### config.mk
export PLATFORM = sky130hd
export DESIGN_NAME = cbm_entry_unit
export DESIGN_NICKNAME = d
export VERILOG_FILES = /design/src/rtl/core/cbm_pkg.sv /design/src/rtl/core/cbm_entry_unit.sv
export SDC_FILE = /design/constraint.sdc
export NUM_CORES = 1
export LEC_CHECK = 0
export BUFFER_PORTS_ARGS = -buffer_cell sky130_fd_sc_hd__buf_2
export CAP_MARGIN = 20
export CORE_AREA = 3 3 178 180
export DETAILED_ROUTE_END_ITERATION = 8
export DIE_AREA = 0 0 181 183
export PLACE_DENSITY = 0.71
export SYNTH_ARGS = -nofsm -noshare
export SYNTH_HDL_FRONTEND = slang
export SYNTH_SLANG_ARGS = --single-unit
### constraint.sdc
create_clock -name vclk -period 16
set_input_delay 2.4 -clock vclk [all_inputs]
set_output_delay 2.4 -clock vclk [all_outputs]
set_load 0.05 [all_outputs]
### src/rtl/core/cbm_pkg.sv
// Shared types and helpers for the codebook background model.
`default_nettype none
package cbm_pkg;

    localparam int NUM_PIXELS_DEF  = 307200;
    localparam int MAX_ENTRIES_DEF = 8;
    localparam int TIME_BITS_DEF   = 16;
    localparam int PIX_MAX         = 255;
    localparam int NUM_CH          = 3;

    typedef enum logic [1:0] {
        FN_LEARN  = 2'd0,
        FN_DETECT = 2'd1,
        FN_CLEAR  = 2'd2,
        FN_NOP    = 2'd3
    } t_func;

    typedef enum logic [2:0] {
        REG_LB0 = 3'd0,
        REG_LB1 = 3'd1,
        REG_LB2 = 3'd2,
        REG_UP  = 3'd3,
        REG_DN  = 3'd4
    } t_reg;

    localparam logic [7:0] REG_RESET = 8'd10;

    typedef struct packed {
        logic [NUM_CH-1:0][7:0] bound;
        logic [7:0]             up;
        logic [7:0]             dn;
    } t_cfg;

    typedef struct packed {
        logic [NUM_CH-1:0][7:0] lb_lo;
        logic [NUM_CH-1:0][7:0] lb_hi;
        logic [NUM_CH-1:0][7:0] sb_min;
        logic [NUM_CH-1:0][7:0] sb_max;
    } t_box;

    typedef struct packed {
        logic sel;
        logic fit;
        logic keep;
    } t_eu_flags;

    localparam int BOX_W = $bits(t_box);

endpackage
`default_nettype wire

### src/rtl/core/cbm_entry_unit.sv
// Shared per-entry compare and update unit: one stored codeword per use.
`default_nettype none
module cbm_entry_unit #(
    parameter int TIME_BITS = cbm_pkg::TIME_BITS_DEF
) (
    input  wire cbm_pkg::t_func                         i_op,
    input  wire                                         i_found,
    input  wire cbm_pkg::t_box                          i_box,
    input  wire [TIME_BITS-1:0]                         i_lu,
    input  wire [TIME_BITS-1:0]                         i_stale,
    input  wire [TIME_BITS-1:0]                         i_t,
    input  wire [cbm_pkg::NUM_CH-1:0][7:0]              i_pix,
    input  wire cbm_pkg::t_cfg                          i_cfg,
    output cbm_pkg::t_eu_flags                          o_flags,
    output cbm_pkg::t_box                               o_box,
    output logic [TIME_BITS-1:0]                        o_lu,
    output logic [TIME_BITS-1:0]                        o_stale,
    output cbm_pkg::t_box                               o_new_box
);
    logic [cbm_pkg::NUM_CH-1:0][7:0] hi, lo;
    logic [8:0]                      hsum;
    logic                            match, fit, sel;
    logic [TIME_BITS-1:0]            lu_new, run;

    always_comb begin
        match = 1'b1;
        fit   = 1'b1;
        for (int n = 0; n < cbm_pkg::NUM_CH; n++) begin
            hsum  = {1'b0, i_pix[n]} + {1'b0, i_cfg.bound[n]};
            hi[n] = hsum[8] ? 8'(cbm_pkg::PIX_MAX) : hsum[7:0];
            lo[n] = (i_pix[n] >= i_cfg.bound[n]) ? i_pix[n] - i_cfg.bound[n] : 8'd0;
            if (!(i_box.lb_lo[n] <= i_pix[n] && i_pix[n] <= i_box.lb_hi[n]))
                match = 1'b0;
            if (!(({1'b0, i_pix[n]} + {1'b0, i_cfg.dn}) >= {1'b0, i_box.sb_min[n]} &&
                  {1'b0, i_pix[n]} <= ({1'b0, i_box.sb_max[n]} + {1'b0, i_cfg.up})))
                fit = 1'b0;
        end
        sel = (i_op == cbm_pkg::FN_LEARN) && !i_found && match;

        o_box = i_box;
        for (int n = 0; n < cbm_pkg::NUM_CH; n++) begin
            o_new_box.lb_lo[n]  = lo[n];
            o_new_box.lb_hi[n]  = hi[n];
            o_new_box.sb_min[n] = i_pix[n];
            o_new_box.sb_max[n] = i_pix[n];
            if (sel) begin
                if (i_box.sb_max[n] < i_pix[n]) o_box.sb_max[n] = i_pix[n];
                if (i_box.sb_min[n] > i_pix[n]) o_box.sb_min[n] = i_pix[n];
                // creep the learn box one step toward the pixel bounds
                if (i_box.lb_hi[n] < hi[n]) o_box.lb_hi[n] = i_box.lb_hi[n] + 8'd1;
                if (i_box.lb_lo[n] > lo[n]) o_box.lb_lo[n] = i_box.lb_lo[n] - 8'd1;
            end
        end

        lu_new  = sel ? i_t : i_lu;
        run     = (lu_new > i_t) ? '0 : i_t - lu_new;
        o_stale = (i_op == cbm_pkg::FN_LEARN && i_stale < run) ? run : i_stale;
        o_lu    = (i_op == cbm_pkg::FN_CLEAR) ? '0 : lu_new;

        o_flags.sel  = sel;
        o_flags.fit  = fit;
        o_flags.keep = i_stale <= (i_t >> 1);
    end
endmodule
`default_nettype wire

==> flow_summary.ini <==
[synth]
synth_cells = 1598
synth-seq-area-share = 0
yosysTopAreaCellShare = 0.3471
synth_area_leader_cell = ha_1
netlist_area_um2 = 12040
netlist-cell-type-count = 61
synth_area_leaders = ha_1, xnor2_1, inv_1
ys_warn_count = 0
synth_nets = 2156
synth.avg_cell_area_um2 = 7.534

[clock_network]
hold_buffers = 0
cts_resized = 0
cts_setup_buffers = 0

[critical_path]
arrival_ns = 9.82
crit_path_end_kind = output port
slowest_delay_ns = 0.61
crit_fanout = 32
crit_path_start_kind = input pin
cp_slowest_cell = a21o_1
crit_type = in -> out
crit_required_ns = 13.60

[cells_and_area]
final_cell_mix = buf_2, ha_1, inv_1
nets = 2525
fin_area_um2 = 14270
multi_input_area_um2 = 10860
seq_cells = 0
drive_gt1_frac = 0.2468
fillers = 3080
final_common_cell = buf_2
n_clock_buffer = 0
synthToLayoutAreaGrowth_pct = 18.57
ff_latch_area_um2 = 0

[route]
viasPerCell = 5.472
top_layer = met5
drt-initial-drc-count = 639
vias = 12920
dr.pass1.iters = 5
drt_wl_total_um = 45040
routed-wl-met2_um = 22160
ant_nets = 0
drc = 0
drt-met1-wl_um = 17940
wl_per_cell_um = 19.07
routed-wl-met3_um = 3382

[sta]
rsz0062_at_grt = false
slew_violations = 0
post-route-min-period_ns = 12.22
slew_headroom = 0.4708
worst_pin_slew_ns = 0.7938
finalSetupTns_ns = 0
hold_viol_final = 0
timing.fmax_mhz = 81.80
final-setup-viol-count = 0
fin_crit_sh = 0.7640

[run_status]
status = finished, final reports clean

[power_and_ir_drop]
switching_share = 0.6619
p_switching_mw = 0.4655
clkPwrFrac = 0
pwr-share-comb = 1.000
powerDensity_nw_per_um2 = 49.27
ir_drop_v = 0.00004098
p_leak_nw = 7.559
internal_power_mw = 0.2378
p_seq_frac = 0

[floorplan]
die_area_um2 = 33120
die-width_um = 181
floorplan.rows = 64
start_util = 0.3967
io_pins = 438
core-area_um2 = 30350
fp.dieH_um = 183

[grt]
grt_pass1_wl_um = 67770
grtUsageTotal = 0.2524
grt-ovfl-total = 0
antenna_found_initial = 3
grt_max_degree = 33
grt_pass1_vias = 12750

[job]
max-cap-violations = 0

[placement]
place_area_um2 = 14270
dp_hpwl_um = 39160
io_buffer_count = 438
gp_congestion = 0.9535

[worst_hold_path]
hold_class = in -> out
==> through the flow <==
step | setup WS (ns) | std cells | total power [mW] | util | hold WS (ns)
2_1_floorplan | 5.240 | 1598 | 0.5118 | - | 4.967
6_report | 3.776 | 2362 | 0.7033 | 0.4704 | 5.191
4_1_cts | 3.824 | 2361 | 0.7018 | 0.4703 | 5.194
5_1_grt | 3.306 | 2362 | 0.7694 | 0.4704 | 5.216
3_3_place_gp | 4.076 | 2361 | 0.6842 | 0.4703 | 5.196
3_5_place_dp | 3.856 | 2361 | 0.6980 | 0.4703 | 5.190
==> cell families after synthesis <==
group,Yosys count,synth area share
AND/OR/NAND/NOR,426,0.1901
adder cells (fa/ha/maj),347,0.3687
XOR/XNOR,120,0.08730
buffers and inverters,261,0.09790
AO/OA/AOI/OAI,372,0.1932
multiplexers,72,0.06277
==> power groups by stage <==
stage / clock, mW / combinational [mW] / sequential, mW
after detailed placement: 0 / 0.698 / 0
after CTS: 0 / 0.702 / 0
after global placement: 0 / 0.684 / 0
after floorplan: 0 / 0.512 / 0
after global routing: 0.00000000838 / 0.769 / 0
final: 0.00000000842 / 0.703 / 0
==> worst max-delay path: cells and delay by family <==
| kind | cells | cell delay, ns |
|---|---|---|
| adders and majority gates | 4 | 1.10 |
| muxes | 1 | 0.41 |
| and+or+nand+nor | 5 | 0.75 |
| buffers and inverters | 6 | 1.69 |
| AOI/OAI and AO/OA | 13 | 3.43 |
==> area by class of cell <==
cell class / instances / area share
Antenna cell: 1 / 0.0001753
Timing Repair Buffer: 441 / 0.1551
Multi-Input combinational cell: 1337 / 0.7608
Inverter: 187 / 0.04917
Tap cell: 396 / 0.03471
==> cells in the mapped netlist (7+ instances only) <==
library cell    n
a211oi_1       16
a21o_1         56
a21oi_1       121
a31oi_1         9
and2_1         31
and3_1          7
buf_4          51
clkbuf_1       17
fa_1           13
ha_1          334
inv_1         187
mux2_2         25
mux2i_1        44
nand2_1        87
nand2b_1       21
nand3_1        40
nand4_1        47
nor2_1         89
nor2b_1        44
nor3_1         26
o211ai_1       11
o21a_1         26
o21ai_0        77
o21bai_1       18
o22ai_1         7
xnor2_1        91
xor2_1         29
==> routing by layer <==
layer,global-route usage,vias up
met5,0,-
li1,-,6379
met4,0.07404,2
met3,0.03987,80
met2,0.4721,504
met1,0.2973,5959
==> path summary, 6_finish.rpt <==
check,start,end,depth (start not counted)
setup / recovery,i_pix[9],o_stale[0],29
hold / removal,i_box[87],o_box[87],3
Power figures use the tool's default switching activity.
